### src/design/dsr_pkg.sv
// shared types and constants for the decimal square root block
package dsr_pkg;

	localparam int RADICAND_BITS_DEF = 24;
	localparam int MAX_DIGITS_DEF    = 6;
	localparam int DIGITS_W          = 3;
	localparam int IN_TDATA_W        = 32;
	localparam int ROOT_BITS         = 32;
	localparam int VAL_BITS          = 2 * ROOT_BITS;
	localparam int REM_BITS          = ROOT_BITS + 2;
	localparam int CNT_W             = $clog2(ROOT_BITS);

	typedef struct packed {
		logic load;
		logic scale_step;
		logic root_step;
		logic out_load;
	} dsr_cmd_t;

	typedef struct packed {
		logic scale_done;
	} dsr_stat_t;

endpackage

### src/design/dsr_datapath.sv
// datapath: decimal scaling by 100 and a restoring bit-pair square root
module dsr_datapath #(
	parameter int RADICAND_BITS = dsr_pkg::RADICAND_BITS_DEF,
	parameter int MAX_DIGITS    = dsr_pkg::MAX_DIGITS_DEF
) (
	input  logic                              clk,
	input  logic [dsr_pkg::IN_TDATA_W-1:0]    in_data,
	input  dsr_pkg::dsr_cmd_t                 cmd,
	output dsr_pkg::dsr_stat_t                stat,
	output logic [dsr_pkg::ROOT_BITS-1:0]     root_out
);

	logic [RADICAND_BITS-1:0]          radicand;
	logic [dsr_pkg::DIGITS_W-1:0]      digits_in;
	logic [dsr_pkg::DIGITS_W-1:0]      digits_sat;
	logic [dsr_pkg::DIGITS_W-1:0]      digits_q;
	logic [dsr_pkg::VAL_BITS-1:0]      val_q;
	logic [dsr_pkg::VAL_BITS-1:0]      val_x100;
	logic [dsr_pkg::REM_BITS-1:0]      rem_q;
	logic [dsr_pkg::ROOT_BITS-1:0]     root_q;
	logic [dsr_pkg::REM_BITS+1:0]      rem_next;
	logic [dsr_pkg::REM_BITS+1:0]      trial;
	logic [dsr_pkg::REM_BITS+1:0]      diff;
	logic                              ge;

	assign radicand   = in_data[RADICAND_BITS-1:0];
	assign digits_in  = in_data[24 +: dsr_pkg::DIGITS_W];
	assign digits_sat = (digits_in > dsr_pkg::DIGITS_W'(MAX_DIGITS)) ?
		dsr_pkg::DIGITS_W'(MAX_DIGITS) : digits_in;

	// 100 * v = 64v + 32v + 4v
	assign val_x100 = (val_q << 6) + (val_q << 5) + (val_q << 2);

	assign rem_next = {rem_q, val_q[dsr_pkg::VAL_BITS-1 -: 2]};
	assign trial    = (dsr_pkg::REM_BITS+2)'({root_q, 2'b01});
	assign ge       = (rem_next >= trial);
	assign diff     = rem_next - trial;

	always_ff @(posedge clk) begin
		if (cmd.load) begin
			val_q    <= dsr_pkg::VAL_BITS'(radicand);
			digits_q <= digits_sat;
			rem_q    <= '0;
			root_q   <= '0;
		end else if (cmd.scale_step) begin
			val_q    <= val_x100;
			digits_q <= digits_q - 1'b1;
		end else if (cmd.root_step) begin
			val_q  <= val_q << 2;
			rem_q  <= ge ? diff[dsr_pkg::REM_BITS-1:0] : rem_next[dsr_pkg::REM_BITS-1:0];
			root_q <= {root_q[dsr_pkg::ROOT_BITS-2:0], ge};
		end
		if (cmd.out_load) begin
			root_out <= root_q;
		end
	end

	assign stat.scale_done = (digits_q == '0);

endmodule

### src/design/dsr_ctrl.sv
// controller: sequences load, scaling, root iterations and output handoff
module dsr_ctrl (
	input  logic               clk,
	input  logic               arst_n,
	input  logic               in_valid,
	output logic               in_ready,
	output logic               out_valid,
	input  logic               out_ready,
	input  dsr_pkg::dsr_stat_t stat,
	output dsr_pkg::dsr_cmd_t  cmd
);

	typedef enum logic [1:0] {
		ST_IDLE,
		ST_SCALE,
		ST_ROOT,
		ST_HOLD
	} state_t;

	state_t                    state_q;
	logic [dsr_pkg::CNT_W-1:0] cnt_q;
	logic                      out_valid_q;
	logic                      out_free;
	logic                      root_last;

	assign in_ready  = (state_q == ST_IDLE);
	assign out_valid = out_valid_q;
	assign out_free  = !out_valid_q || out_ready;
	assign root_last = (cnt_q == dsr_pkg::CNT_W'(dsr_pkg::ROOT_BITS - 1));

	always_comb begin
		cmd = '0;
		unique case (state_q)
			ST_IDLE:  cmd.load       = in_valid;
			ST_SCALE: cmd.scale_step = !stat.scale_done;
			ST_ROOT:  cmd.root_step  = 1'b1;
			ST_HOLD:  cmd.out_load   = out_free;
			default:  cmd = '0;
		endcase
	end

	always_ff @(posedge clk or negedge arst_n) begin
		if (!arst_n) begin
			state_q     <= ST_IDLE;
			cnt_q       <= '0;
			out_valid_q <= 1'b0;
		end else begin
			if (cmd.out_load) begin
				out_valid_q <= 1'b1;
			end else if (out_ready) begin
				out_valid_q <= 1'b0;
			end
			unique case (state_q)
				ST_IDLE: begin
					if (in_valid) begin
						state_q <= ST_SCALE;
					end
				end
				ST_SCALE: begin
					if (stat.scale_done) begin
						cnt_q   <= '0;
						state_q <= ST_ROOT;
					end
				end
				ST_ROOT: begin
					cnt_q <= cnt_q + 1'b1;
					if (root_last) begin
						state_q <= ST_HOLD;
					end
				end
				ST_HOLD: begin
					if (out_free) begin
						state_q <= ST_IDLE;
					end
				end
				default: state_q <= ST_IDLE;
			endcase
		end
	end

endmodule

### src/design/decimal_square_root_top.sv
// top level of the decimal square root block
//
// channel  dir  fields (low bit up)
// s_axis   in   tdata: radicand[23:0], digits[26:24], zero fill to 32
// m_axis   out  tdata: root_scaled[31:0]
//
// after accept, an item is scaled by 100 once per digit (digits capped at MAX_DIGITS), then runs 32 root iterations:
// one multiply by 100 per cycle, then one root bit per cycle in the restoring loop
// arst_n clears the controller and output valid; payload registers are not reset
// the result sits in an output register, so the next beat is taken while it waits
// a stalled result holds the last iteration until the output register frees
module decimal_square_root_top #(
	parameter int RADICAND_BITS = dsr_pkg::RADICAND_BITS_DEF,
	parameter int MAX_DIGITS    = dsr_pkg::MAX_DIGITS_DEF
) (
	input  logic                           clk,
	input  logic                           arst_n,
	input  logic                           s_tvalid,
	output logic                           s_tready,
	input  logic [dsr_pkg::IN_TDATA_W-1:0] s_tdata,  // radicand, digits
	output logic                           m_tvalid,
	input  logic                           m_tready,
	output logic [dsr_pkg::ROOT_BITS-1:0]  m_tdata   // root_scaled
);

	dsr_pkg::dsr_cmd_t  cmd;
	dsr_pkg::dsr_stat_t stat;

	dsr_ctrl u_ctrl (
		.clk       (clk),
		.arst_n    (arst_n),
		.in_valid  (s_tvalid),
		.in_ready  (s_tready),
		.out_valid (m_tvalid),
		.out_ready (m_tready),
		.stat      (stat),
		.cmd       (cmd)
	);

	dsr_datapath #(
		.RADICAND_BITS (RADICAND_BITS),
		.MAX_DIGITS    (MAX_DIGITS)
	) u_datapath (
		.clk      (clk),
		.in_data  (s_tdata),
		.cmd      (cmd),
		.stat     (stat),
		.root_out (m_tdata)
	);

`ifndef NO_ASSERTIONS
	a_busy_after_accept: assert property (@(posedge clk) disable iff (!arst_n)
		s_tvalid && s_tready |=> !s_tready)
		else $error("input taken again right after accept");

	a_out_load_free: assert property (@(posedge clk) disable iff (!arst_n)
		cmd.out_load |-> (!m_tvalid || m_tready))
		else $error("result loaded over a pending beat");

	a_valid_from_load: assert property (@(posedge clk) disable iff (!arst_n)
		$rose(m_tvalid) |-> $past(cmd.out_load))
		else $error("output valid without a result load");
`endif

endmodule
### config.mk
export PLATFORM = sky130hd
export DESIGN_NAME = decimal_square_root_top
export DESIGN_NICKNAME = d
export VERILOG_FILES = /design/src/design/dsr_pkg.sv /design/src/design/dsr_datapath.sv /design/src/design/dsr_ctrl.sv /design/src/design/decimal_square_root_top.sv
export SDC_FILE = /design/constraint.sdc
export NUM_CORES = 1
export LEC_CHECK = 0
export ABC_AREA = 1
export BUFFER_PORTS_ARGS = -buffer_cell sky130_fd_sc_hd__buf_2
export CORE_MARGIN = 5
export CORE_UTILIZATION = 30
export DETAILED_ROUTE_END_ITERATION = 7
export PLACE_DENSITY = 0.51
export SKIP_LAST_GASP = 1
export SYNTH_ARGS = -nofsm -noshare
export SYNTH_HDL_FRONTEND = slang
export SYNTH_HIERARCHICAL = 1
export SYNTH_SLANG_ARGS = --single-unit
### constraint.sdc
create_clock -name clk -period 3.9 [get_ports clk]
set_input_delay 0.585 -clock clk [delete_from_list [all_inputs] [get_ports clk]]
set_output_delay 0.585 -clock clk [all_outputs]
set_load 0.01 [all_outputs]
# Word level (Yosys, flattened, before mapping)
# Index checks and enable logic that the tools add are counted.
# op_classes
n_bitwise,1
n_eq_ne,8
n_mux,20
addsub,5
n_reduce_logical,13
n_lt_le_gt_ge,2
# op_table
op,n
$add 64x64->64,2
$mux 64,2
$ge 36x34->1,1
$mux 34,1
$sub 34x34->34,1
$mux 24,1
$pmux 5 s2,1
$mux 3,3
$mux 2,4
$pmux 2 s4,1
$reduce_bool 2->1,4
$mux 1,6
$ne 2x1->1 const B,3
$add 5x1->5 const B,1
$eq 5x5->1 const B,1
$mux 5,1
$eq 2x2->1 const B,2
$reduce_and 2->1,2
$reduce_and 4->1,1
$gt 3x3->1 const B,1
$logic_not 3->1,1
$reduce_bool 3->1,1
$sub 3x1->3 const B,1
$eq 2x1->1 const B,1
5 further kinds,6
# totals
register_bits,173
output_inout_bits,34
wordCells,58
inputBits,36

# Logic depth before layout (Yosys ltp)
# Gate-level depths: netlist (run 1).
# depth
depth_word,5
mapped_depth,19
depth_no_buf,19

# Hierarchy
# The synthesis (run 1) kept the hierarchy.
# modules_own_cells
mod,area_per_inst_um2,cells_per_inst,seq_area_each_um2,n_inst
dsr_datapath,14742.9,2256,3893.7,1
dsr_ctrl,564.3,71,200.2,1

# Least setup slack after synthesis (run 1)
# OpenSTA, ideal clock, no wires.
# synth_path
path_type,register to register
from,reg u_datapath/val_q[4] (netlist bit)
to,reg u_datapath/val_q[34] (netlist bit)
arrival_time_ns,2.603
setup_slack_ns,1.183
n_path_buf,0
stages_incl_launch_ff,15
cell_sequence,edfxtp_1 inv_1 fa_1 inv_1 ha_1 fa_1 nand3_1 nand2_1 nand2_1 nand2_1 a21oi_1 o21ai_0 or2_2 nand3_1 nand2_1
# synth_between
elab_chain_cells,3
# synth_rtl
item,line_no,rtl
"start, declared",dsr_datapath.sv:17,logic [dsr_pkg::VAL_BITS-1:0] val_q;
"start signal, assigned",dsr_datapath.sv:41,val_q <= dsr_pkg::VAL_BITS'(radicand);
"start signal, assigned",dsr_datapath.sv:46,val_q <= val_x100;
"start signal, assigned",dsr_datapath.sv:49,val_q <= val_q << 2;
$add 64x64->64,dsr_datapath.sv:32,assign val_x100 = (val_q << 6) + (val_q << 5) + (val_q << 2);
$add 64x64->64 (*),dsr_datapath.sv:32,
$mux 64 (*),dsr_datapath.sv:45,end else if (cmd.scale_step) begin
# Mark *: on every way between the ends. The rest lies on a longest branch, timed or not.
# A chain may end at the register's enable or synchronous reset.

# Final worst setup path (run 1)
# layout_path
from,reg u_datapath/val_q[4] (netlist bit)
to,reg u_datapath/val_q[22] (netlist bit) (data pin)
# layout_between
elab_chain_cells,4
# layout_rtl
item,line_no,rtl
$add 64x64->64,dsr_datapath.sv:32,
$add 64x64->64 (*),dsr_datapath.sv:32,
$mux 64 (*),dsr_datapath.sv:45,
$mux 24 (*),dsr_datapath.sv:40,if (cmd.load) begin
# Marks and branches as above.

==> metrics, run 1 <==
CORE AREA 50300 sq um; fin nets 2558; largest family of logic cells by synthesized area simple AND/OR/NAND/NOR gates; outcome completed; grt ovf 0; port bufs 64; Synth top cells by count nand2_1 (667), inv_1 (368), nor2_1 (218); Clock Latency Late Sink 470 ps; mux share of post-synthesis cell area 0; CP Capture Type register; cell taking the most area after synthesis nand2_1; initial antenna violation count 0; post-route DRC violation count 0; Synth Area per Inst 6.58 sq um; Post-Synth Adder-Cell Area 0.158; Post-synth EDFFs 59; worst slew pin tran 1080 ps; Synth Area in Compound Gates 0.129; routed via count 14800; share of cells above drive strength 1 0.0610; wire per inst 16.0 um; Max Freq 0.299 GHz; Clock Sinks 173; diode count 0; CTS HTree Levels 4; placed inst area 16400 sq um; Area growth, synth to finish 10.8%; post-synth net total 2522; Synth Area in XOR/XNOR 0.0154; sequential fraction of the synthesis area 0.267; initial core utilization 0.304; post-DP HPWL 38700 um; First-pass DRT Iterations 5; Routed Antenna Nets 0; max cap viols 0; number of synthesized register bits 173; top cells by area, synth nand2_1 (16%), dfxtp_1 (14%), edfxtp_1 (12%), inv_1 (9.0%), ha_1 (8.3%); setup TNS 0 ps; unrepaired setup endpoints after global routing no; clk root buf clkbuf_16; CP arrival 3560 ps; Worst Skew 12.1 ps; post-synthesis async set-or-reset flop share 0.0462; clock-pin slew on the worst setup and hold paths 70 ps; slew margin rel. 0.276; Post-CTS Resized 0; die area 55600 sq um; Worst Path Max Fanout 4; Slew Limit Fails 0; fin area 17000 sq um; final setup vio count 0; first-pass GRT wire length 79000 um; Final Hold Violating Endpoints 0; Gate Count Post-Synth 2327; Die Span Y 236 um; synthesized area 15300 sq um; CTS tree done; number of global-route vias before repair 14700; HP Class in -> reg; post-DR vias/cell 4.84; post-synth cell types 41; Clock Path Buffers 2; synth warn 6; area share of the largest cell type after synthesis 0.164; GRT Util Overall 0.175; Min Clock Period, post-route 3340 ps; gpl congestion 0.939; crit path launch type register; critical path type reg -> reg; most frequent cell after synthesis nand2_1; largest net degree at the start of global routing 133; Iteration-0 DRC Markers 1076; # rows 82; simple-gate share of the synthesized area 0.322; Final Cycle Share 0.857; drt total wl 48800 um; Req. time, crit path 4120 ps; die width 236 um; CTS buffer count 17; io pins 70; ys flop type dfxtp_1
-- metrics by stage --
step                      utilization  hold WS (ps)  setup WS, ps  std cells
final                           0.337           383           557       3048
after floorplan                     -           289          1180       2327
after CTS                       0.337           337           578       3048
after global routing            0.337           385           342       3048
after global placement          0.325           424           612       3015
after detailed placement        0.325           428           602       3015
-- logic make-up after synthesis --
logic type,Yosys count
XOR/XNOR,27
buffers and inverters,430
adder cells (fa/ha/maj),159
AO/OA/AOI/OAI,368
AND/OR/NAND/NOR,1170
flip-flops,173
-- flip-flops by register name, summed over array words and instances, names as in the netlist --
name	count
u_ctrl/cnt_q	5
u_ctrl/out_valid	1
u_ctrl/state_q	2
u_datapath/digits_q	3
u_datapath/rem_q	34
u_datapath/root_out	32
u_datapath/root_q	32
u_datapath/val_q	64
-- layout by cell type (no fill, tap or decap), drive strengths merged, types with 8 or more instances in the layout --
| cell type | netlist | layout |
|---|---|---|
| a21oi | 165 | 165 |
| buf | 20 | 74 |
| clkbuf | 38 | 18 |
| clkinv | 0 | 9 |
| dfrtp | 8 | 8 |
| dfxtp | 106 | 106 |
| edfxtp | 59 | 59 |
| fa | 58 | 58 |
| ha | 101 | 101 |
| inv | 372 | 374 |
| nand2 | 678 | 678 |
| nand3 | 184 | 184 |
| nand3b | 13 | 13 |
| nand4 | 40 | 40 |
| nor2 | 225 | 225 |
| nor3 | 13 | 13 |
| o21ai | 134 | 134 |
| o21bai | 19 | 19 |
| o22ai | 37 | 37 |
| or2 | 11 | 11 |
| xnor2 | 10 | 10 |
| xor2 | 17 | 17 |
-- cell type report --
type	instances	area [sq um]
Fill cell	5563	33300
Multi-Input combinational cell	1724	9580
Sequential cell	173	4090
Inverter	372	1400
Tap cell	672	841
Timing Repair Buffer	75	455
Clock buffer	18	429
Clock inverter	14	164
-- per-layer routing --
metal	track usage	wire length, um	up-vias
met2	0.299	23100	286
met4	0.0470	931	0
met5	0	0	-
li1	-	-	7562
met1	0.234	22800	6865
met3	0.0217	1980	51
-- worst max-delay path, cell delays in order, from the launching register on --
cell and delay (ps):
edfxtp_1 490, inv_1 130, fa_1 420, inv_1 70, ha_1 230, fa_1 240
nand3_1 90, nand2_1 180, nand2_1 70, nand2_1 160, inv_1 60, o21bai_1 540
o21ai_0 150, a21oi_1 190, o21ai_0 90
-- timing repair --
action	CTS	global route
setup buffers	0	0
hold endpoints to repair	8	0
hold buffers	1	0
-- path summary, 6_finish.rpt --
kind | from | cells after the start | slack [ps] | to
max | u_datapath/val_q[4] | 14 | 560 | u_datapath/val_q[22]
min | s_tdata[0] | 3 | 380 | u_datapath/val_q[0]
max reg2reg | u_datapath/val_q[4] | 14 | 560 | u_datapath/val_q[22]
min reg2reg | u_datapath/root_q[31] | 0 | 440 | u_datapath/root_out[31]
max in group asynchronous | arst_n | 2 | 3230 | u_ctrl/cnt_q[1]
min in group asynchronous | arst_n | 2 | 490 | u_ctrl/out_valid
Power of run 1 is not shown: default switching activity piles up to over one toggle a cycle in this logic, so the estimate is an artifact.
==> inputs of run 2 (changes only) <==
--- a/config.mk
+++ b/config.mk
@@ -5,7 +5,6 @@
 export SDC_FILE = /design/constraint.sdc
 export NUM_CORES = 1
 export LEC_CHECK = 0
-export ABC_AREA = 1
 export BUFFER_PORTS_ARGS = -buffer_cell sky130_fd_sc_hd__buf_2
 export CORE_MARGIN = 5
 export CORE_UTILIZATION = 30
==> metrics, run 2 <==
outcome completed; slew margin rel. 0.460; First-pass DRT Iterations 4; Max Freq 0.263 GHz; diode count 0; CORE AREA 44400 sq um; Routed Antenna Nets 0; Most flops, register u_datapath/val_q; io pins 70; worst r2r src u_datapath/val_q[4]; Clock Sinks 173; CTS HTree Levels 4; Clock Latency Late Sink 450 ps; clock-pin slew on the worst setup and hold paths 70 ps; Req. time, crit path 4190 ps; wire per inst 15.7 um; Critical path origin u_datapath/val_q[4]; most common cell after layout, fill and taps aside nand2_1; gpl congestion 0.857; Post-synth EDFFs 59; Final Cycle Share 0.975; crit-path most repeated cell buf_4; CP arrival 4090 ps; port bufs 64; post-DR vias/cell 5.14; most frequent cell after synthesis nand2_1; CTS tree done; final setup vio count 0; fin nets 1758; max cap viols 0; Slew Limit Fails 0; max reg flops 64; Min Clock Period, post-route 3800 ps; Synth top cells by count nand2_1 (177), a21oi_1 (129), dfxtp_1 (106); ys flop type dfxtp_1; share of cells above drive strength 1 0.135; synthesized area 13500 sq um; die area 49400 sq um; Filler Cell Count 4566; Area growth, synth to finish 13.2%; routed via count 11100; initial core utilization 0.304; die width 222 um; Worst Path Max Fanout 5; Final Util 0.345; critical path type reg -> reg; CP peak stage delay 470 ps; synth warn 6; Synth Area per Inst 8.95 sq um; first-pass GRT wire length 57700 um; post-DP HPWL 25600 um; Final Hold Violating Endpoints 0; sequential fraction of the synthesis area 0.303; met2 GRT Util 0.232; Clock Path Buffers 2; crit path launch type register; HP Class in -> reg; Placed Cells 2125; # rows 77; top cells by area, synth dfxtp_1 (16%), edfxtp_1 (13%), ha_1 (9.3%), fa_1 (8.6%), nand2_1 (4.9%); post-synth cell types 87; number of synthesized register bits 173; CP Capture Type register; Die Span Y 222 um; hold path start s_tdata[1]; gr busiest metal met2; post-synth net total 1705; biggest regs u_datapath/val_q (64), u_datapath/rem_q (34); post-synthesis async set-or-reset flop share 0.0462; Worst Skew 12.8 ps; met1 Usage GRT 0.184; area share of the largest cell type after synthesis 0.157; setup TNS 0 ps; GRT Util Overall 0.138; post-route DRC violation count 0; Iteration-0 DRC Markers 734; initial antenna violation count 2; clk root buf clkbuf_16; drt total wl 34100 um; grt ovf 0; Finished Layout Cells 2168; crit path cell chain buf_4, buf_4, fa_1, ha_1, buf_4, o211ai_1, o21a_1, a211oi_4, o211ai_2, a31o_4, o31ai_4, nor2_2, o31ai_1, xnor2_1, o22ai_1; largest net degree at the start of global routing 61; worst slew pin tran 810 ps; Gate Count Post-Synth 1510; CP max-delay cell fa_1; cell taking the most area after synthesis dfxtp_1; CTS buffer count 17; number of global-route vias before repair 11200; Global Route met3 Usage 0.0215; commonest non-fill, non-tap cells in the layout nand2_1 (177), a21oi_1 (125), dfxtp_1 (104), ha_1 (92), nor2_1 (81)
==> run 2: cell types whose count changed in the layout (fill, tap and decap cells not counted), sizes merged, moves of 32 or more <==
| cell | delta |
|---|---|
| a21o | +40 |
| xnor2 | +43 |
| nor2b | +32 |
| mux2i | +44 |
| nand3 | -160 |
| inv | -301 |
| buf | +40 |
| nand2 | -500 |
| a211oi | +76 |
| nor2 | -141 |
| o21ai | -44 |
==> run 2: area by class of cell <==
class	instances	area, sq um	share of cell area
multi-input combinational	1186	8950	0.585
clock buffer	18	429	0.0280
inverter	70	263	0.0172
sequential	173	4100	0.268
clock inverter	14	119	0.00777
tap	592	741	0.0484
timing repair buffer	115	706	0.0461
==> run 2: worst paths after layout <==
path | cells after the start | slack (ps) | end
worst max register to register | 15 | 100 | u_datapath/val_q[62]
min in group asynchronous | 2 | 500 | u_ctrl/state_q[1]
worst min register to register | 2 | 480 | u_datapath/rem_q[6]
worst min-delay path | 2 | 410 | u_datapath/val_q[1]
worst max-delay path | 15 | 100 | u_datapath/val_q[62]
max in group asynchronous | 2 | 3220 | u_ctrl/cnt_q[2]
==> run 2: what timing repair did <==
action / CTS / global route
endpoints found under the hold margin: 8 / 0
hold buffers: 1 / 0
buffers inserted: 0 / 10
endpoints found under the setup margin: 0 / 15
resized for setup: 0 / 29
==> run 2: cell families after synthesis <==
logic type      after synthesis  synth area share
buf+inv                     151            0.0454
compound gates              480             0.239
fa+ha+maj                   159             0.179
flops                       173             0.303
mux                          46            0.0342
simple gates                420             0.147
xor+xnor                     81            0.0525
==> run 2: per-layer routing <==
layer | vias up | wire length, um
met4 | 2 | 532
met5 | - | 13
met2 | 124 | 16200
met1 | 5385 | 16500
li1 | 5604 | -
met3 | 32 | 787
==> run 2: stage by stage <==
step	hold slack, ps	setup WS, ps	instance area (sq um)
2_1_floorplan	289	407	13500
3_3_place_gp	446	93.0	14500
3_5_place_dp	451	49.9	14500
4_1_cts	373	24.1	15100
5_1_grt	396	-24.1	15300
6_report	410	98.5	15300
==> run 2: worst max-delay path, delay by kind of cell, from the launching register on <==
kind	cells	cell delay, ps
buffers and inverters	3	450
adder cells (fa/ha/maj)	2	790
flip-flops	1	440
AO/OA/AOI/OAI	8	1720
AND/OR/NAND/NOR	1	90
XOR/XNOR	1	160
Power of run 2 is left out for the same reason.
